### config.mk
export PLATFORM = sky130hd
export DESIGN_NAME = dwg_ctrl
export DESIGN_NICKNAME = d
export VERILOG_FILES = /design/src/design/dwg_pkg.sv /design/src/design/dwg_ctrl.sv
export VERILOG_INCLUDE_DIRS = /design/src /design/src/design
export SDC_FILE = /design/constraint.sdc
export NUM_CORES = 1
export LEC_CHECK = 0
export BUFFER_PORTS_ARGS = -buffer_cell sky130_fd_sc_hd__buf_4
export CORE_ASPECT_RATIO = 0.75
export CORE_MARGIN = 2
export CORE_UTILIZATION = 45
export DETAILED_ROUTE_END_ITERATION = 8
export PLACE_DENSITY = 0.73
export SLEW_MARGIN = 20
export SYNTH_ARGS = -nofsm -noshare
export SYNTH_HDL_FRONTEND = slang
export SYNTH_SLANG_ARGS = --single-unit
### constraint.sdc
create_clock -name clk -period 1.74 [get_ports clk]
set_clock_uncertainty 0.05 [all_clocks]
set_input_delay 0.087 -clock clk [delete_from_list [all_inputs] [get_ports clk]]
set_output_delay 0.087 -clock clk [all_outputs]
set_load 0.05 [all_outputs]
### src/design/damped_wave_grid_engine_core_macros.svh
// Assertion macros shared by the damped wave grid engine RTL.
// No dependencies; included by the files that carry assertions.
`ifndef DAMPED_WAVE_GRID_ENGINE_CORE_MACROS_SVH
`define DAMPED_WAVE_GRID_ENGINE_CORE_MACROS_SVH

// Same-cycle implication, reset masks the check
`define DWG_ASSERT_NOW(label, clk, rst, ante, cons) \
  label: assert property (@(posedge clk) disable iff (rst) (ante) |-> (cons)) \
    else $error("dwg assertion failed");

// Next-cycle implication, reset masks the check
`define DWG_ASSERT_NXT(label, clk, rst, ante, cons) \
  label: assert property (@(posedge clk) disable iff (rst) (ante) |=> (cons)) \
    else $error("dwg assertion failed");

`endif

### src/design/dwg_pkg.sv
`timescale 1ns / 1ps
// Shared types, codes and constants for the damped wave grid engine.
// No dependencies; used by dwg_ctrl, dwg_dp and the top level.
package dwg_pkg;

  // Default grid size
  localparam int GRID_W_DEF = 256;
  localparam int GRID_H_DEF = 256;

  // Configuration port
  localparam int CFG_ADDR_W = 1;
  localparam int CFG_DATA_W = 16;
  localparam logic [CFG_ADDR_W-1:0] REG_DAMPING    = 1'd0;
  localparam logic [CFG_ADDR_W-1:0] REG_SHADE_GAIN = 1'd1;
  localparam logic [15:0] DAMPING_RST    = 16'd64881;
  localparam logic [11:0] SHADE_GAIN_RST = 12'd512;

  // Command codes
  localparam int OP_W = 3;
  localparam logic [OP_W-1:0] OP_STEP  = 3'd0;
  localparam logic [OP_W-1:0] OP_POINT = 3'd1;
  localparam logic [OP_W-1:0] OP_STAMP = 3'd2;
  localparam logic [OP_W-1:0] OP_READ  = 3'd3;
  localparam logic [OP_W-1:0] OP_CLEAR = 3'd4;

  // Stream widths
  localparam int IN_DATA_W  = 32;  // x, y, intensity
  localparam int OUT_DATA_W = 72;  // shown, newest, shade

  // Controller to datapath
  typedef struct packed {
    logic load;
    logic clr_start;
    logic clr_inc;
    logic scan_start;
    logic scan_rd0;
    logic scan_rd1;
    logic scan_rd2;
    logic scan_sum;
    logic scan_mul;
    logic scan_wr;
    logic swap;
    logic cell_start;
    logic cell_rd;
    logic cell_wr;
    logic cell_skip;
    logic rd_mul;
    logic out_load;
  } dwg_cmd_t;

  // Datapath to controller
  typedef struct packed {
    logic [OP_W-1:0] op;
    logic            pt_ok;
    logic            st_ok;
    logic            rd_ok;
    logic            cell_in;
    logic            stamp_last;
    logic            scan_last;
    logic            clr_last;
  } dwg_sts_t;

  // 7x7 falloff kernel, signed Q2.16, by |dy| and |dx|
  function automatic logic signed [17:0] kern_weight(input logic [1:0] ady,
                                                     input logic [1:0] adx);
    logic signed [17:0] w;
    case ({ady, adx})
      4'b0000: w = 18'sd65536;
      4'b0001: w = 18'sd30440;
      4'b0010: w = -18'sd638;
      4'b0100: w = 18'sd30440;
      4'b0101: w = 18'sd14737;
      4'b0110: w = -18'sd3610;
      4'b1000: w = -18'sd638;
      4'b1001: w = -18'sd3610;
      4'b1010: w = -18'sd2391;
      default: w = 18'sd0;
    endcase
    return w;
  endfunction

  // Clamp to the signed 32-bit range
  function automatic logic [31:0] sat32(input logic signed [35:0] v);
    logic [31:0] r;
    if (v > 36'sh07FFFFFFF) r = 32'h7FFF_FFFF;
    else if (v < -36'sh080000000) r = 32'h8000_0000;
    else r = v[31:0];
    return r;
  endfunction

endpackage

### src/design/dwg_ctrl.sv
`timescale 1ns / 1ps
// Request sequencer of the damped wave grid engine.
// Depends on dwg_pkg and the shared assertion macros.
`include "damped_wave_grid_engine_core_macros.svh"
module dwg_ctrl (
  input  logic             clk,
  input  logic             rst,
  input  logic             s_tvalid,
  output logic             s_tready,
  output logic             m_tvalid,
  input  logic             m_tready,
  input  dwg_pkg::dwg_sts_t sts,
  output dwg_pkg::dwg_cmd_t cmd
);
  import dwg_pkg::*;

  typedef enum logic [14:0] {
    S_CLR      = 15'h0001,
    S_IDLE     = 15'h0002,
    S_DISP     = 15'h0004,
    S_STEP_RD0 = 15'h0008,
    S_STEP_RD1 = 15'h0010,
    S_STEP_RD2 = 15'h0020,
    S_STEP_SUM = 15'h0040,
    S_STEP_MUL = 15'h0080,
    S_STEP_WR  = 15'h0100,
    S_CELL_CHK = 15'h0200,
    S_CELL_RD  = 15'h0400,
    S_CELL_WR  = 15'h0800,
    S_READ_RD  = 15'h1000,
    S_READ_MUL = 15'h2000,
    S_DONE     = 15'h4000
  } state_t;

  state_t state, state_next;
  logic   clr_cmd, clr_cmd_next;
  logic   m_tvalid_next;

  assign s_tready = (state == S_IDLE);

  // Next state and commands
  always_comb begin
    state_next   = state;
    clr_cmd_next = clr_cmd;
    cmd          = '0;
    case (state)
      S_CLR: begin
        cmd.clr_inc = 1'b1;
        if (sts.clr_last) begin
          state_next   = clr_cmd ? S_DONE : S_IDLE;
          clr_cmd_next = 1'b0;
        end
      end
      S_IDLE: begin
        if (s_tvalid) begin
          cmd.load   = 1'b1;
          state_next = S_DISP;
        end
      end
      S_DISP: begin
        case (sts.op)
          OP_STEP: begin
            cmd.scan_start = 1'b1;
            state_next     = S_STEP_RD0;
          end
          OP_POINT: begin
            cmd.cell_start = sts.pt_ok;
            state_next     = sts.pt_ok ? S_CELL_CHK : S_DONE;
          end
          OP_STAMP: begin
            cmd.cell_start = sts.st_ok;
            state_next     = sts.st_ok ? S_CELL_CHK : S_DONE;
          end
          OP_READ: begin
            cmd.cell_start = sts.rd_ok;
            state_next     = sts.rd_ok ? S_READ_RD : S_DONE;
          end
          OP_CLEAR: begin
            cmd.clr_start = 1'b1;
            clr_cmd_next  = 1'b1;
            state_next    = S_CLR;
          end
          default: state_next = S_DONE;
        endcase
      end
      S_STEP_RD0: begin
        cmd.scan_rd0 = 1'b1;
        state_next   = S_STEP_RD1;
      end
      S_STEP_RD1: begin
        cmd.scan_rd1 = 1'b1;
        state_next   = S_STEP_RD2;
      end
      S_STEP_RD2: begin
        cmd.scan_rd2 = 1'b1;
        state_next   = S_STEP_SUM;
      end
      S_STEP_SUM: begin
        cmd.scan_sum = 1'b1;
        state_next   = S_STEP_MUL;
      end
      S_STEP_MUL: begin
        cmd.scan_mul = 1'b1;
        state_next   = S_STEP_WR;
      end
      S_STEP_WR: begin
        cmd.scan_wr = 1'b1;
        if (sts.scan_last) begin
          cmd.swap   = 1'b1;
          state_next = S_DONE;
        end else begin
          state_next = S_STEP_RD0;
        end
      end
      S_CELL_CHK: begin
        if (sts.cell_in) begin
          state_next = S_CELL_RD;
        end else begin
          cmd.cell_skip = 1'b1;
          state_next    = sts.stamp_last ? S_DONE : S_CELL_CHK;
        end
      end
      S_CELL_RD: begin
        cmd.cell_rd = 1'b1;
        state_next  = S_CELL_WR;
      end
      S_CELL_WR: begin
        cmd.cell_wr = 1'b1;
        state_next  = sts.stamp_last ? S_DONE : S_CELL_CHK;
      end
      S_READ_RD: state_next = S_READ_MUL;
      S_READ_MUL: begin
        cmd.rd_mul = 1'b1;
        state_next = S_DONE;
      end
      S_DONE: begin
        if (!m_tvalid || m_tready) begin
          cmd.out_load = 1'b1;
          state_next   = S_IDLE;
        end
      end
      default: state_next = S_IDLE;
    endcase
  end

  // Output valid flag
  always_comb begin
    if (cmd.out_load) m_tvalid_next = 1'b1;
    else if (m_tready) m_tvalid_next = 1'b0;
    else m_tvalid_next = m_tvalid;
  end

  always_ff @(posedge clk) begin
    if (rst) begin
      state    <= S_CLR;
      clr_cmd  <= 1'b0;
      m_tvalid <= 1'b0;
    end else begin
      state    <= state_next;
      clr_cmd  <= clr_cmd_next;
      m_tvalid <= m_tvalid_next;
    end
  end

  `DWG_ASSERT_NXT(a_accept_disp, clk, rst, s_tvalid && s_tready, state == S_DISP)
  `DWG_ASSERT_NXT(a_scan_end, clk, rst, state == S_STEP_WR && sts.scan_last, state == S_DONE)
  `DWG_ASSERT_NXT(a_clr_runs, clk, rst, state == S_CLR && !sts.clr_last, state == S_CLR)
  `DWG_ASSERT_NOW(a_load_free, clk, rst, cmd.out_load, !m_tvalid || m_tready)

endmodule

Word level (Yosys, flattened, before mapping) --
Cells that the tools add are included.
Storage, ports and cells: bits of input ports 14, word-level logic and storage cells 73, bits in registers 17, output and inout bits 19
Cells by class: equality and inequality tests 23, mux-type cells 40, reduce and logical (&&, ||, !) cells 7
Operators by type and width (count):
- $pmux W15 S15 | 1
- $mux W15 | 10
- $pmux W15 S5 | 1
- $mux W1 | 25
- $eq A15 B1 Y1 const B | 1
- $eq A15 B10 Y1 const B | 1
- $eq A15 B11 Y1 const B | 1
- $eq A15 B12 Y1 const B | 1
- $eq A15 B13 Y1 const B | 1
- $eq A15 B14 Y1 const B | 1
- $eq A15 B15 Y1 const B | 1
- $eq A15 B2 Y1 const B | 1
- $eq A15 B3 Y1 const B | 1
- $eq A15 B4 Y1 const B | 1
- $eq A15 B5 Y1 const B | 1
- $eq A15 B6 Y1 const B | 1
- $eq A15 B7 Y1 const B | 1
- $eq A15 B8 Y1 const B | 1
- $eq A15 B9 Y1 const B | 1
- $eq A3 B2 Y1 const B | 2
- $ne A2 B2 Y1 const B | 3
- $reduce_and A3 Y1 | 2
- $reduce_bool A2 Y1 | 2
- $eq A3 B1 Y1 const B | 1
- other kinds (8) | 8

Depth between registers and ports, before layout --
Gate-level depths: netlist (run 1).
depth after elaboration 5, gate-level depth with buffers 6, gate-level depth less buffers 5

Worst setup path after synthesis (run 1) --
OpenSTA, ideal clock, no wires.
path kind flip-flop to flip-flop, start point register state[9], end point register state[2], arrival time 3.389 ns, slack -1.759 ns, period minus slack after synthesis 3.499 ns, library setup time 0.060 ns, data required time 1.630 ns, stages on the path, launching flop included 7, cell sequence dfxtp_1 > buf_6 > nor4_4 > nand3_2 > nor4_1 > and2_1 > and2b_1
Between the ends: word-level cells in the longest chain between the ends 3, elaborated cells on any way between the ends 20
Ends and longest elaborated chain:
- from (decl) | line dwg_ctrl.sv:35 | state_t state, state_next;
- from (signal assigned) | line dwg_ctrl.sv:159 | state <= state_next;
- $eq A15 B2 Y1 (*)
- net s_tready | line dwg_ctrl.sv:9 | output logic s_tready,
- $ne A2 B2 Y1 (no line)
- $reduce_and A3 Y1 (no line)
Mark *: on every way through the listed nets, which the timed path passes. The rest lies on a longest branch. A chain may end at the register's enable or synchronous reset.

==> results of run 1 <==
## worst max-delay path: stages, from the launching register on
cell and delay (ns):
sky130_fd_sc_hd__dfxtp_2 0.36, sky130_fd_sc_hd__nor4_2 0.37, sky130_fd_sc_hd__buf_4 0.21, sky130_fd_sc_hd__nand4_4 0.09
sky130_fd_sc_hd__or4b_4 0.61, sky130_fd_sc_hd__inv_8 0.07, sky130_fd_sc_hd__buf_8 0.13
## layout make-up
class | instances | area, sq um
repair buffers | 88 | 799.5
well taps | 36 | 45.04
clock buffers | 4 | 26.28
flip-flops and latches | 17 | 365.4
fillers | 81 | 183.9
multi-input cells | 125 | 1164
inverters | 3 | 18.77
## logic make-up after synthesis
logic type | after synthesis | share of synthesized area, %
AND/OR/NAND/NOR | 93 | 48.52
AO/OA/AOI/OAI | 25 | 12.97
flip-flops | 17 | 27.78
buffers and inverters | 14 | 5.515
XOR/XNOR | 5 | 3.575
multiplexers | 2 | 1.634
## metrics by stage
step	std cells	setup slack (ns)	total power (uW)	util (%)
after floorplan	156	-0.5462	577.0	-
after global placement	245	-0.1601	673.8	71.78
after detailed placement	245	-0.1978	682.1	71.78
after CTS	266	-0.4516	973.5	86.44
after global routing	273	-0.6086	1068	92.93
final	273	-0.5609	1050	92.93
## sequential cells by signal (all words and copies together) (netlist names)
| signal | flops |
|---|---|
| state | 15 |
| clr_cmd | 1 |
| m_tvalid | 1 |
## worst min path at each step
stage | startpoint | to | slack [ns] | depth (start not counted)
after floorplan | rst | state[4] | 0.1 | 1
after global placement | sts[2] | state[9] | 0.34 | 3
after detailed placement | rst | clr_cmd | 0.34 | 2
after CTS | sts[4] | state[12] | 0.01 | 3
after global routing | sts[2] | state[9] | 0.05 | 3
final | sts[2] | state[9] | 0.04 | 3
## synthesized netlist by cell type, types with 2 or more instances
master                     instances
sky130_fd_sc_hd__nor2b_1           6
sky130_fd_sc_hd__inv_1             2
sky130_fd_sc_hd__a21oi_1           7
sky130_fd_sc_hd__and2_1            3
sky130_fd_sc_hd__mux2i_1           2
sky130_fd_sc_hd__nand4_1           5
sky130_fd_sc_hd__nand3_1           4
sky130_fd_sc_hd__nand3b_1          2
sky130_fd_sc_hd__xor2_1            5
sky130_fd_sc_hd__nand2_1           5
sky130_fd_sc_hd__or2_2             2
sky130_fd_sc_hd__or4b_4            2
sky130_fd_sc_hd__nor3_1           12
sky130_fd_sc_hd__clkbuf_1          6
sky130_fd_sc_hd__nor4_1            7
sky130_fd_sc_hd__dfxtp_1          17
sky130_fd_sc_hd__nor4b_1           3
sky130_fd_sc_hd__nand2b_1         10
sky130_fd_sc_hd__nor4_4            2
sky130_fd_sc_hd__buf_2             3
sky130_fd_sc_hd__or3_1             2
sky130_fd_sc_hd__nor3b_1           4
sky130_fd_sc_hd__o21ai_0           9
sky130_fd_sc_hd__nor2_1           17
## metal layers
metal  share of wire [%]  GRT usage, %  vias up
met5                   0             0        -
met4                 4.4         10.64        0
met3                 9.6         7.159       44
met2                  47         58.68      145
met1                  39         43.41      830
li1                    -             -      732
## repair_timing
action,in CTS,in global routing
pin swaps,26,7
resized for setup,57,28
endpoints found under the setup margin,29,31
setup buffers,18,8
hold buffers,0,0
## report_power, final
part           switching (uW)  internal, uW
combinational             217           189
clock                     151          89.9
sequential               11.8           391
==> impl_results.html, run 1 <==
<table>
<tr><th>Metric</th><th>Value</th></tr>
<tr><th colspan="2">Floorplanning</th></tr>
<tr><td>Die width</td><td>64.25 um</td></tr>
<tr><td>Initial standard-cell utilization of the core</td><td>47.07%</td></tr>
<tr><td>Die outline height</td><td>49.19 um</td></tr>
<tr><td>Die footprint</td><td>3160 sq um</td></tr>
<tr><td>Area of the placeable core</td><td>2603 sq um</td></tr>
<tr><td>Row count</td><td>16</td></tr>
<tr><td>Ports placed on the boundary</td><td>33</td></tr>
<tr><th colspan="2">Synthesis</th></tr>
<tr><td>Cell types with the largest area share after synthesis</td><td>sky130_fd_sc_hd__dfxtp_1, sky130_fd_sc_hd__nor2_1, sky130_fd_sc_hd__nand2b_1</td></tr>
<tr><td>Number of nets in the synthesized netlist</td><td>170</td></tr>
<tr><td>Seq/Total Area, Yosys</td><td>27.78%</td></tr>
<tr><td>Library cell with the largest summed area after synthesis</td><td>sky130_fd_sc_hd__dfxtp_1</td></tr>
<tr><td>YS warnings</td><td>0</td></tr>
<tr><td>Async S/R FF share, synth</td><td>0%</td></tr>
<tr><td>Proportion of netlist area held by the largest area contributor</td><td>27.78%</td></tr>
<tr><td>Syn_area_per_cell</td><td>7.852 sq um</td></tr>
<tr><td>Cell count after synthesis</td><td>156</td></tr>
<tr><td>Top FF cell, synth</td><td>sky130_fd_sc_hd__dfxtp_1</td></tr>
<tr><td>Number of flops mapped to enable cells by yosys</td><td>0</td></tr>
<tr><td>Number of distinct library cells after synthesis</td><td>43</td></tr>
<tr><td>Post-synthesis instance area</td><td>1225 sq um</td></tr>
<tr><td>Synthesized flop and latch total</td><td>17</td></tr>
<tr><th colspan="2">Critical path</th></tr>
<tr><td>Worst path arrival time</td><td>2.16 ns</td></tr>
<tr><td>Launching element type of the critical path</td><td>flip-flop</td></tr>
<tr><td>Critical path class</td><td>reg -&gt; out</td></tr>
<tr><td>Worst Setup End Kind</td><td>output pin</td></tr>
<tr><td>CP max FO</td><td>2</td></tr>
<tr><td>End of the worst register-to-register path</td><td>state[14]</td></tr>
<tr><td>Critical register-to-register path startpoint</td><td>state[5]</td></tr>
<tr><td>Critical path data required time</td><td>1.60 ns</td></tr>
<tr><td>CP endpoint</td><td>cmd[15]</td></tr>
<tr><td>Worst reg-to-reg setup slack</td><td>-0.40 ns</td></tr>
<tr><td>Launch point of the critical path</td><td>state[14]</td></tr>
<tr><td>Cells on worst reg2reg path</td><td>9</td></tr>
<tr><th colspan="2">Pwr</th></tr>
<tr><td>Power density over the cells</td><td>434.1 nW/um^2</td></tr>
<tr><td>VDD IR-drop max</td><td>0.4211 mV</td></tr>
<tr><td>Leakage component of the power</td><td>0.0009715 uW</td></tr>
<tr><th colspan="2">Placement</th></tr>
<tr><td>Number of buffers inserted by port buffering</td><td>32</td></tr>
<tr><td>Final estimated routing congestion in global placement</td><td>0.9128</td></tr>
<tr><td>Total cell area at the placement stage</td><td>1868 sq um</td></tr>
<tr><td>Final HPWL DP</td><td>2.973 mm</td></tr>
<tr><th colspan="2">Detailed routing</th></tr>
<tr><td>Number of nets still failing antenna checks after routing</td><td>0</td></tr>
<tr><td>Detailed-routing iteration count for the pre-antenna-repair pass</td><td>5</td></tr>
<tr><td>Total via count after detailed routing</td><td>1751</td></tr>
<tr><td>Final WL</td><td>6.301 mm</td></tr>
<tr><td>Via/cell ratio</td><td>6.414</td></tr>
<tr><td>Residual DRC</td><td>0</td></tr>
<tr><td>Starting DRC count in detailed routing</td><td>249</td></tr>
<tr><td>Per-cell routed wire length</td><td>23.08 um</td></tr>
<tr><th colspan="2">Finish</th></tr>
<tr><td>Relative area change from synthesis to final layout</td><td>97.45%</td></tr>
<tr><td>Commonest cells after routing, fill and taps aside</td><td>sky130_fd_sc_hd__buf_4, sky130_fd_sc_hd__buf_6, sky130_fd_sc_hd__nand2b_1, sky130_fd_sc_hd__nor2_1, sky130_fd_sc_hd__o21ai_0</td></tr>
<tr><td>Area of all placed cells without fillers</td><td>2419 sq um</td></tr>
<tr><td>Diodes inserted</td><td>0</td></tr>
<tr><td>Net count, final</td><td>252</td></tr>
<tr><td>Proportion of layout cells with a drive suffix above 1</td><td>63.71%</td></tr>
<tr><td>Most common cell after layout, fill and taps aside</td><td>sky130_fd_sc_hd__buf_4</td></tr>
<tr><th colspan="2">Timing</th></tr>
<tr><td>Final worst-path setup slack</td><td>-0.5609 ns</td></tr>
<tr><td>Fin. max-slew vios</td><td>0</td></tr>
<tr><td>Number of endpoints with negative hold slack in the final report</td><td>0</td></tr>
<tr><td>Worst hold margin</td><td>0.04380 ns</td></tr>
<tr><td>Period minus WS final</td><td>2.301 ns</td></tr>
<tr><td>Achievable frequency</td><td>0.4346 GHz</td></tr>
<tr><td>Measured slew at the worst slew-check pin</td><td>0.4504 ns</td></tr>
<tr><td>Unrepaired setup endpoints after global routing</td><td>true</td></tr>
<tr><td>Accumulated negative setup slack</td><td>-9.573 ns</td></tr>
<tr><td>Worst slew margin relative to its limit</td><td>69.75%</td></tr>
<tr><td>Setup-violating endpoint count in the final report</td><td>33</td></tr>
<tr><td>Period utilization</td><td>132.2%</td></tr>
<tr><th colspan="2">Clocking</th></tr>
<tr><td>Number of sinks handled by clock tree synthesis</td><td>17</td></tr>
<tr><td>Maximum root-to-sink buffer count</td><td>2</td></tr>
<tr><td>H-tree levels</td><td>1</td></tr>
<tr><td>Clock latency reported for the late side of the worst-skew pair</td><td>0.32 ns</td></tr>
<tr><td>TritonCTS buffer count</td><td>3</td></tr>
<tr><td>TritonCTS clock tree</td><td>yes</td></tr>
<tr><td>Root buf cell</td><td>sky130_fd_sc_hd__clkbuf_4</td></tr>
<tr><td>Clock-pin slew reported for the worst setup and hold paths after clock tree synthesis</td><td>0.12 ns</td></tr>
<tr><th colspan="2">Job</th></tr>
<tr><td>Number of max-cap violations</td><td>0</td></tr>
<tr><th colspan="2">GRT</th></tr>
<tr><td>Global-route wire length before repair</td><td>8.390 mm</td></tr>
<tr><td>Largest net degree at the start of global routing</td><td>18</td></tr>
<tr><td>GRT Residual Overflow</td><td>0</td></tr>
<tr><td>Global-route usage over all layers</td><td>34.33%</td></tr>
<tr><td>Number of antenna violations at the first check in global routing</td><td>0</td></tr>
<tr><td>Via count of the first global-routing pass</td><td>1706</td></tr>
<tr><th colspan="2">Hold path</th></tr>
<tr><td>Min-delay worst type</td><td>in -&gt; reg</td></tr>
<tr><th colspan="2">Outcome</th></tr>
<tr><td>Outcome</td><td>finished with violations</td></tr>
<tr><td>Violations in the final reports</td><td>negative setup slack</td></tr>
</table>
(Power assumes the default switching activity.)
==> run 2: changes to the inputs <==
--- a/config.mk
+++ b/config.mk
@@ -9,7 +9,8 @@
 export BUFFER_PORTS_ARGS = -buffer_cell sky130_fd_sc_hd__buf_4
 export CORE_ASPECT_RATIO = 0.75
 export CORE_MARGIN = 2
-export CORE_UTILIZATION = 45
+export CORE_UTILIZATION = 47
+export CTS_CLUSTER_DIAMETER = 80
 export DETAILED_ROUTE_END_ITERATION = 8
 export PLACE_DENSITY = 0.73
 export SLEW_MARGIN = 20
==> constraint.sdc (replaced) <==
create_clock -name clk -period 2.6 [get_ports clk]
set_clock_uncertainty 0.05 [all_clocks]
set_input_delay 0.13 -clock clk [delete_from_list [all_inputs] [get_ports clk]]
set_output_delay 0.13 -clock clk [all_outputs]
set_load 0.05 [all_outputs]
==> run 2 against run 1 <==
The flow now finishes without violations. Die area decreased by 4.0%. Setup slack gained 0.71 ns. Clock power decreased by 39%. Wire length down 50%. Combinational power down 68%. Critical path depth down 1. Register-to-register slack gained 0.92 ns. Sequential share of layout area rose by 6.6 points.
==> impl_results.html, run 2 (synthesized netlist as in run 1, its figures left out) <==
<table>
<tr><th>Metric</th><th>Value</th></tr>
<tr><th colspan="2">Outcome</th></tr>
<tr><td>Outcome</td><td>finished clean</td></tr>
<tr><th colspan="2">Finish</th></tr>
<tr><td>Area taken by flip-flops and latches</td><td>340.3 sq um</td></tr>
<tr><td>Net count, final</td><td>203</td></tr>
<tr><td>Most common cell after layout, fill and taps aside</td><td>sky130_fd_sc_hd__buf_4</td></tr>
<tr><td>Proportion of layout cells with a drive suffix above 1</td><td>31.38%</td></tr>
<tr><td>Most flops, register</td><td>state</td></tr>
<tr><td>Fill cell instance count of the final layout</td><td>210</td></tr>
<tr><td>Registers with the most flip-flops</td><td>state: 15 flops, clr_cmd: 1 flops, m_tvalid: 1 flops</td></tr>
<tr><td>Commonest cells after routing, fill and taps aside</td><td>sky130_fd_sc_hd__buf_4, sky130_fd_sc_hd__nor2_1, sky130_fd_sc_hd__dfxtp_1</td></tr>
<tr><td>Relative area change from synthesis to final layout</td><td>27.99%</td></tr>
<tr><td>Diodes inserted</td><td>0</td></tr>
<tr><td>Total area of multi-input combinational cells</td><td>853.3 sq um</td></tr>
<tr><td>Final cell count without fillers</td><td>222</td></tr>
<tr><td>Final core area utilization</td><td>65.77%</td></tr>
<tr><td>Max FFs per register</td><td>15</td></tr>
<tr><th colspan="2">Timing</th></tr>
<tr><td>Measured slew at the worst slew-check pin</td><td>0.5254 ns</td></tr>
<tr><td>Number of endpoints with negative hold slack in the final report</td><td>0</td></tr>
<tr><td>Unrepaired setup endpoints after global routing</td><td>false</td></tr>
<tr><td>Achievable frequency</td><td>0.4072 GHz</td></tr>
<tr><td>Fin. max-slew vios</td><td>0</td></tr>
<tr><td>Period utilization</td><td>94.45%</td></tr>
<tr><td>Setup-violating endpoint count in the final report</td><td>0</td></tr>
<tr><td>Worst slew margin relative to its limit</td><td>64.65%</td></tr>
<tr><td>Final worst-path setup slack</td><td>0.1443 ns</td></tr>
<tr><td>Period minus WS final</td><td>2.456 ns</td></tr>
<tr><td>Accumulated negative setup slack</td><td>0 ns</td></tr>
<tr><th colspan="2">Floorplanning</th></tr>
<tr><td>Initial standard-cell utilization of the core</td><td>51.39%</td></tr>
<tr><td>Row count</td><td>15</td></tr>
<tr><td>Ports placed on the boundary</td><td>33</td></tr>
<tr><td>Die footprint</td><td>3035 sq um</td></tr>
<tr><td>Area of the placeable core</td><td>2384 sq um</td></tr>
<tr><td>Die outline height</td><td>48.21 um</td></tr>
<tr><td>Die width</td><td>62.95 um</td></tr>
<tr><th colspan="2">Hold path</th></tr>
<tr><td>Min-delay worst type</td><td>in -&gt; reg</td></tr>
<tr><td>Critical hold path startpoint</td><td>sts[3]</td></tr>
<tr><td>Worst Hold Path Cells</td><td>3</td></tr>
<tr><td>Sink of the worst hold path</td><td>state[10]</td></tr>
<tr><th colspan="2">Critical path</th></tr>
<tr><td>Crit path cell chain</td><td>nor4_4, nand4_2, or4b_4, inv_2, buf_4</td></tr>
<tr><td>Largest stage delay, worst path</td><td>0.57 ns</td></tr>
<tr><td>Buffer and inverter count on the worst path</td><td>2</td></tr>
<tr><td>End of the worst register-to-register path</td><td>state[14]</td></tr>
<tr><td>Largest delay contributor family on the critical path</td><td>simple AND/OR/NAND/NOR gates</td></tr>
<tr><td>Standard cell with the maximum stage delay on the critical path</td><td>sky130_fd_sc_hd__or4b_4</td></tr>
<tr><td>Worst path arrival time</td><td>2.28 ns</td></tr>
<tr><td>Worst reg-to-reg setup slack</td><td>0.52 ns</td></tr>
<tr><td>Critical register-to-register path startpoint</td><td>state[11]</td></tr>
<tr><td>Worst Setup End Kind</td><td>output pin</td></tr>
<tr><td>CP max FO</td><td>9</td></tr>
<tr><td>Cells on worst reg2reg path</td><td>5</td></tr>
<tr><td>Critical path class</td><td>reg -&gt; out</td></tr>
<tr><td>Launching element type of the critical path</td><td>flip-flop</td></tr>
<tr><td>Critical path data required time</td><td>2.42 ns</td></tr>
<tr><th colspan="2">Detailed routing</th></tr>
<tr><td>Total via count after detailed routing</td><td>1246</td></tr>
<tr><td>Starting DRC count in detailed routing</td><td>53</td></tr>
<tr><td>Final WL</td><td>3.127 mm</td></tr>
<tr><td>Number of nets still failing antenna checks after routing</td><td>0</td></tr>
<tr><td>Residual DRC</td><td>0</td></tr>
<tr><td>Via/cell ratio</td><td>5.613</td></tr>
<tr><td>Detailed-routing iteration count for the pre-antenna-repair pass</td><td>4</td></tr>
<tr><td>Per-cell routed wire length</td><td>14.09 um</td></tr>
<tr><th colspan="2">Placement</th></tr>
<tr><td>Final estimated routing congestion in global placement</td><td>0.8719</td></tr>
<tr><td>Number of buffers inserted by port buffering</td><td>32</td></tr>
<tr><td>Final HPWL DP</td><td>2.347 mm</td></tr>
<tr><td>Cell count after placement</td><td>214</td></tr>
<tr><td>Pre-CTS worst setup slack</td><td>0.2945 ns</td></tr>
<tr><th colspan="2">Clocking</th></tr>
<tr><td>Maximum root-to-sink buffer count</td><td>2</td></tr>
<tr><td>Number of sinks handled by clock tree synthesis</td><td>17</td></tr>
<tr><td>TritonCTS clock tree</td><td>yes</td></tr>
<tr><td>TritonCTS buffer count</td><td>3</td></tr>
<tr><td>Hold buffer count at CTS</td><td>0</td></tr>
<tr><td>Root buf cell</td><td>sky130_fd_sc_hd__clkbuf_4</td></tr>
<tr><td>Clock-pin slew reported for the worst setup and hold paths after clock tree synthesis</td><td>0.11 ns</td></tr>
<tr><td>H-tree levels</td><td>1</td></tr>
<tr><td>Clock latency reported for the late side of the worst-skew pair</td><td>0.30 ns</td></tr>
<tr><th colspan="2">Pwr</th></tr>
<tr><td>Power density over the cells</td><td>354.0 nW/um^2</td></tr>
<tr><td>Leakage component of the power</td><td>0.0006432 uW</td></tr>
<tr><td>VDD IR-drop max</td><td>0.2940 mV</td></tr>
<tr><td>Overall power of the completed layout</td><td>555.0 uW</td></tr>
<tr><th colspan="2">GRT</th></tr>
<tr><td>Global-route wire length before repair</td><td>4.947 mm</td></tr>
<tr><td>Number of antenna violations at the first check in global routing</td><td>0</td></tr>
<tr><td>Largest net degree at the start of global routing</td><td>18</td></tr>
<tr><td>Via count of the first global-routing pass</td><td>1071</td></tr>
<tr><td>GRT Residual Overflow</td><td>0</td></tr>
<tr><td>Global-route usage over all layers</td><td>21.24%</td></tr>
<tr><th colspan="2">Job</th></tr>
<tr><td>Number of max-cap violations</td><td>0</td></tr>
</table>
run 2: cell types whose count changed in the layout (fill, tap and decap cells not counted), sizes merged:
cell and change:
clkinv +1, clkbuf -1, buf -49
run 2: final cells by class:
class,count,share of cell area [%]
clock buffer,3,1.437
clock inverter,1,0.3192
inverter,3,0.7183
multi-input combinational,125,54.43
sequential,17,21.71
tap,34,2.713
timing repair buffer,39,18.68
run 2: repair_timing:
item                                    in CTS  in global routing
endpoints found under the setup margin       1                  2
resized for setup                            1                  1
hold endpoints to repair                     0                  0
pin swaps                                    0                  2
setup buffers                                0                  4
run 2: report_power, final:
| part | switching [uW] | internal, uW | total [uW] |
|---|---|---|---|
| sequential | 12.6 | 265 | 277 |
| combinational | 73.6 | 57.4 | 131 |
| clock | 89.2 | 57.3 | 147 |
| total | 175 | 379 | 555 |
run 2: worst max-delay path by stage:
stage	slack (ns)	endpoint	cells after the start	start
after CTS	0.07	cmd[2]	5	state[4]
after floorplan	0.03	cmd[2]	5	state[2]
final	0.14	cmd[15]	5	state[11]
after global routing	0.007	cmd[15]	5	state[11]
after global placement	0.40	cmd[2]	5	state[0]
after detailed placement	0.29	cmd[2]	5	state[0]
run 2: layer usage:
metal,global-route usage (%),routed length (um)
met1,26.71,1527
met2,37.02,1444
met3,6.005,123
met4,6.222,31
met5,0,0
run 2: metrics by stage:
stage	hold slack, ns	instance area [sq um]
after global routing	0.04750	1568
after global placement	0.3610	1495
after floorplan	0.1516	1246
final	0.04587	1568
after detailed placement	0.3700	1495
after CTS	0.04139	1529
run 2: worst min-delay path: stages:
cell and delay (ns):
sky130_fd_sc_hd__buf_4 0.12, sky130_fd_sc_hd__nand3b_1 0.07, sky130_fd_sc_hd__nor3_1 0.04
==> run 3: changes to the inputs <==
--- a/config.mk
+++ b/config.mk
@@ -9,10 +9,10 @@
 export BUFFER_PORTS_ARGS = -buffer_cell sky130_fd_sc_hd__buf_4
 export CORE_ASPECT_RATIO = 0.75
 export CORE_MARGIN = 2
-export CORE_UTILIZATION = 47
+export CORE_UTILIZATION = 52
 export CTS_CLUSTER_DIAMETER = 80
 export DETAILED_ROUTE_END_ITERATION = 8
-export PLACE_DENSITY = 0.73
+export PLACE_DENSITY = 0.79
 export SLEW_MARGIN = 20
 export SYNTH_ARGS = -nofsm -noshare
 export SYNTH_HDL_FRONTEND = slang
==> run 3 against run 2 <==
Combinational power down 3%. Core utilization rose by 2.2 points. Clock power about the same. Wire length decreased by 1.9%. Critical path depth is the same. Maximum frequency shrank 0.77%. Clock-buffer cell count is 1 higher. First-iteration DRC count up 66%. Highest routed layer unchanged.
==> impl_results.html, run 3 (synthesized netlist as in run 1, its figures left out) <==
<table>
<tr><th>Metric</th><th>Value</th></tr>
<tr><th colspan="2">Critical path</th></tr>
<tr><td>Critical path data required time</td><td>2.42 ns</td></tr>
<tr><td>Largest stage delay, worst path</td><td>0.56 ns</td></tr>
<tr><td>CP max FO</td><td>9</td></tr>
<tr><td>Standard cell with the maximum stage delay on the critical path</td><td>sky130_fd_sc_hd__nor4_1</td></tr>
<tr><td>Worst path arrival time</td><td>2.29 ns</td></tr>
<tr><td>Critical path class</td><td>reg -&gt; out</td></tr>
<tr><td>Crit path cell chain</td><td>nor4_1, nand4_2, or4b_4, inv_2, buf_4</td></tr>
<tr><td>Largest delay contributor family on the critical path</td><td>simple AND/OR/NAND/NOR gates</td></tr>
<tr><td>Buffer and inverter count on the worst path</td><td>2</td></tr>
<tr><td>Worst Setup End Kind</td><td>output pin</td></tr>
<tr><td>Launching element type of the critical path</td><td>flip-flop</td></tr>
<tr><th colspan="2">Finish</th></tr>
<tr><td>Most flops, register</td><td>state</td></tr>
<tr><td>Max FFs per register</td><td>15</td></tr>
<tr><td>Fill cell instance count of the final layout</td><td>213</td></tr>
<tr><td>Commonest cells after routing, fill and taps aside</td><td>sky130_fd_sc_hd__buf_4, sky130_fd_sc_hd__nor2_1, sky130_fd_sc_hd__dfxtp_1</td></tr>
<tr><td>Total area of multi-input combinational cells</td><td>844.6 sq um</td></tr>
<tr><td>Final core area utilization</td><td>67.93%</td></tr>
<tr><td>Net count, final</td><td>201</td></tr>
<tr><td>Most common cell after layout, fill and taps aside</td><td>sky130_fd_sc_hd__buf_4</td></tr>
<tr><td>Area taken by flip-flops and latches</td><td>340.3 sq um</td></tr>
<tr><td>Registers with the most flip-flops</td><td>state: 15 flops, clr_cmd: 1 flops, m_tvalid: 1 flops</td></tr>
<tr><td>Relative area change from synthesis to final layout</td><td>25.94%</td></tr>
<tr><td>Proportion of layout cells with a drive suffix above 1</td><td>30.11%</td></tr>
<tr><td>Diodes inserted</td><td>0</td></tr>
<tr><th colspan="2">Clocking</th></tr>
<tr><td>Maximum root-to-sink buffer count</td><td>2</td></tr>
<tr><td>Clock-pin slew reported for the worst setup and hold paths after clock tree synthesis</td><td>0.10 ns</td></tr>
<tr><td>TritonCTS buffer count</td><td>3</td></tr>
<tr><td>Root buf cell</td><td>sky130_fd_sc_hd__clkbuf_4</td></tr>
<tr><td>Hold buffer count at CTS</td><td>0</td></tr>
<tr><td>Number of sinks handled by clock tree synthesis</td><td>17</td></tr>
<tr><td>H-tree levels</td><td>1</td></tr>
<tr><td>TritonCTS clock tree</td><td>yes</td></tr>
<tr><td>Clock latency reported for the late side of the worst-skew pair</td><td>0.30 ns</td></tr>
<tr><th colspan="2">Detailed routing</th></tr>
<tr><td>Via/cell ratio</td><td>5.741</td></tr>
<tr><td>Residual DRC</td><td>0</td></tr>
<tr><td>Total via count after detailed routing</td><td>1263</td></tr>
<tr><td>Per-cell routed wire length</td><td>13.95 um</td></tr>
<tr><td>Final WL</td><td>3.069 mm</td></tr>
<tr><td>Starting DRC count in detailed routing</td><td>88</td></tr>
<tr><td>Detailed-routing iteration count for the pre-antenna-repair pass</td><td>4</td></tr>
<tr><td>Number of nets still failing antenna checks after routing</td><td>0</td></tr>
<tr><th colspan="2">Pwr</th></tr>
<tr><td>P_int</td><td>379.5 uW</td></tr>
<tr><td>Switching share of power</td><td>30.96%</td></tr>
<tr><td>Leakage component of the power</td><td>0.0006291 uW</td></tr>
<tr><td>Logic pwr share</td><td>23.1%</td></tr>
<tr><td>VDD IR-drop max</td><td>0.2610 mV</td></tr>
<tr><td>Sequential share of power</td><td>50.5%</td></tr>
<tr><td>Switching power</td><td>170.2 uW</td></tr>
<tr><td>Clock share of power</td><td>26.4%</td></tr>
<tr><td>Power density over the cells</td><td>356.3 nW/um^2</td></tr>
<tr><th colspan="2">Outcome</th></tr>
<tr><td>Outcome</td><td>finished clean</td></tr>
<tr><th colspan="2">Placement</th></tr>
<tr><td>Final estimated routing congestion in global placement</td><td>0.8953</td></tr>
<tr><td>Number of buffers inserted by port buffering</td><td>32</td></tr>
<tr><td>Final HPWL DP</td><td>2.239 mm</td></tr>
<tr><th colspan="2">Timing</th></tr>
<tr><td>Unrepaired setup endpoints after global routing</td><td>false</td></tr>
<tr><td>Worst slew margin relative to its limit</td><td>59.51%</td></tr>
<tr><td>Achievable frequency</td><td>0.4041 GHz</td></tr>
<tr><td>Worst hold margin</td><td>0.04735 ns</td></tr>
<tr><td>Accumulated negative setup slack</td><td>0 ns</td></tr>
<tr><td>Measured slew at the worst slew-check pin</td><td>0.6018 ns</td></tr>
<tr><td>Setup-violating endpoint count in the final report</td><td>0</td></tr>
<tr><td>Period minus WS final</td><td>2.475 ns</td></tr>
<tr><td>Fin. max-slew vios</td><td>0</td></tr>
<tr><td>Period utilization</td><td>95.18%</td></tr>
<tr><td>Number of endpoints with negative hold slack in the final report</td><td>0</td></tr>
<tr><th colspan="2">GRT</th></tr>
<tr><td>Global-route usage over all layers</td><td>22.50%</td></tr>
<tr><td>GRT Residual Overflow</td><td>0</td></tr>
<tr><td>Largest net degree at the start of global routing</td><td>18</td></tr>
<tr><td>Via count of the first global-routing pass</td><td>1061</td></tr>
<tr><td>Global-route wire length before repair</td><td>4.588 mm</td></tr>
<tr><td>Number of antenna violations at the first check in global routing</td><td>0</td></tr>
<tr><th colspan="2">Hold path</th></tr>
<tr><td>Min-delay worst type</td><td>in -&gt; reg</td></tr>
<tr><th colspan="2">Floorplanning</th></tr>
<tr><td>Ports placed on the boundary</td><td>33</td></tr>
<tr><td>Row count</td><td>15</td></tr>
<tr><td>Die footprint</td><td>2764 sq um</td></tr>
<tr><td>Initial standard-cell utilization of the core</td><td>53.94%</td></tr>
<tr><td>Area of the placeable core</td><td>2271 sq um</td></tr>
<tr><td>Die outline height</td><td>46.03 um</td></tr>
<tr><td>Die width</td><td>60.05 um</td></tr>
<tr><th colspan="2">Job</th></tr>
<tr><td>Number of max-cap violations</td><td>0</td></tr>
</table>
run 3: cell count changes in the layout (fill, tap and decap cells not counted):
cell / previous run / this run
sky130_fd_sc_hd__buf_4: 39 / 37
sky130_fd_sc_hd__nor4_4: 4 / 3
sky130_fd_sc_hd__clkinv_2: 1 / 0
sky130_fd_sc_hd__clkbuf_1: 0 / 1
sky130_fd_sc_hd__nor4_2: 1 / 2
run 3: timing repair:
item / in CTS / in global routing
setup buffers: 0 / 4
setup endpoints to repair: 0 / 3
gates resized for setup: 0 / 1
run 3: power groups by stage:
stage	Clock, uW	Sequential (uW)	Combinational (uW)
final	145	278	127
after global placement	0	281	123
after floorplan	0	272	93.3
after CTS	146	277	126
after global routing	161	278	137
after detailed placement	0	283	125
run 3: area by class of cell:
cell class | count | share of cell area [%]
multi-input combinational | 125 | 54.74
sequential | 17 | 22.06
timing repair buffer | 37 | 18.00
tap | 34 | 2.758
clock buffer | 4 | 1.703
inverter | 3 | 0.7299
run 3: routing by layer:
layer  track usage [%]  part of all wire, %
met2             37.39                   48
met5                 0                    0
met1             27.86                   45
met3             6.534                  6.3
met4             8.000                  1.2
run 3: worst register-to-register path: cells and delay by family, from the launching register on:
family          cells  cell delay, ns
compound gates      2            0.19
buf+inv             1            0.22
flops               1            0.43
simple gates        3            1.09
run 3: final timing paths:
| check | end | start | cells after the start | slack, ns |
|---|---|---|---|---|
| max | cmd[15] | state[1] | 5 | 0.13 |
| min | state[10] | sts[3] | 3 | 0.05 |
| max reg2reg | state[14] | state[11] | 6 | 0.52 |
| min reg2reg | clr_cmd | clr_cmd | 2 | 0.47 |
run 3: through the flow:
stage               area (sq um)  std cells  setup WS [ns]  total power, uW
finish                      1543        220         0.1252            549.7
CTS                         1506        216        0.05376            547.9
floorplan                   1246        156        0.02552            365.1
global route                1543        220       0.001811            575.8
global placement            1480        212         0.4836            404.1
detailed placement          1480        212         0.3857            407.5
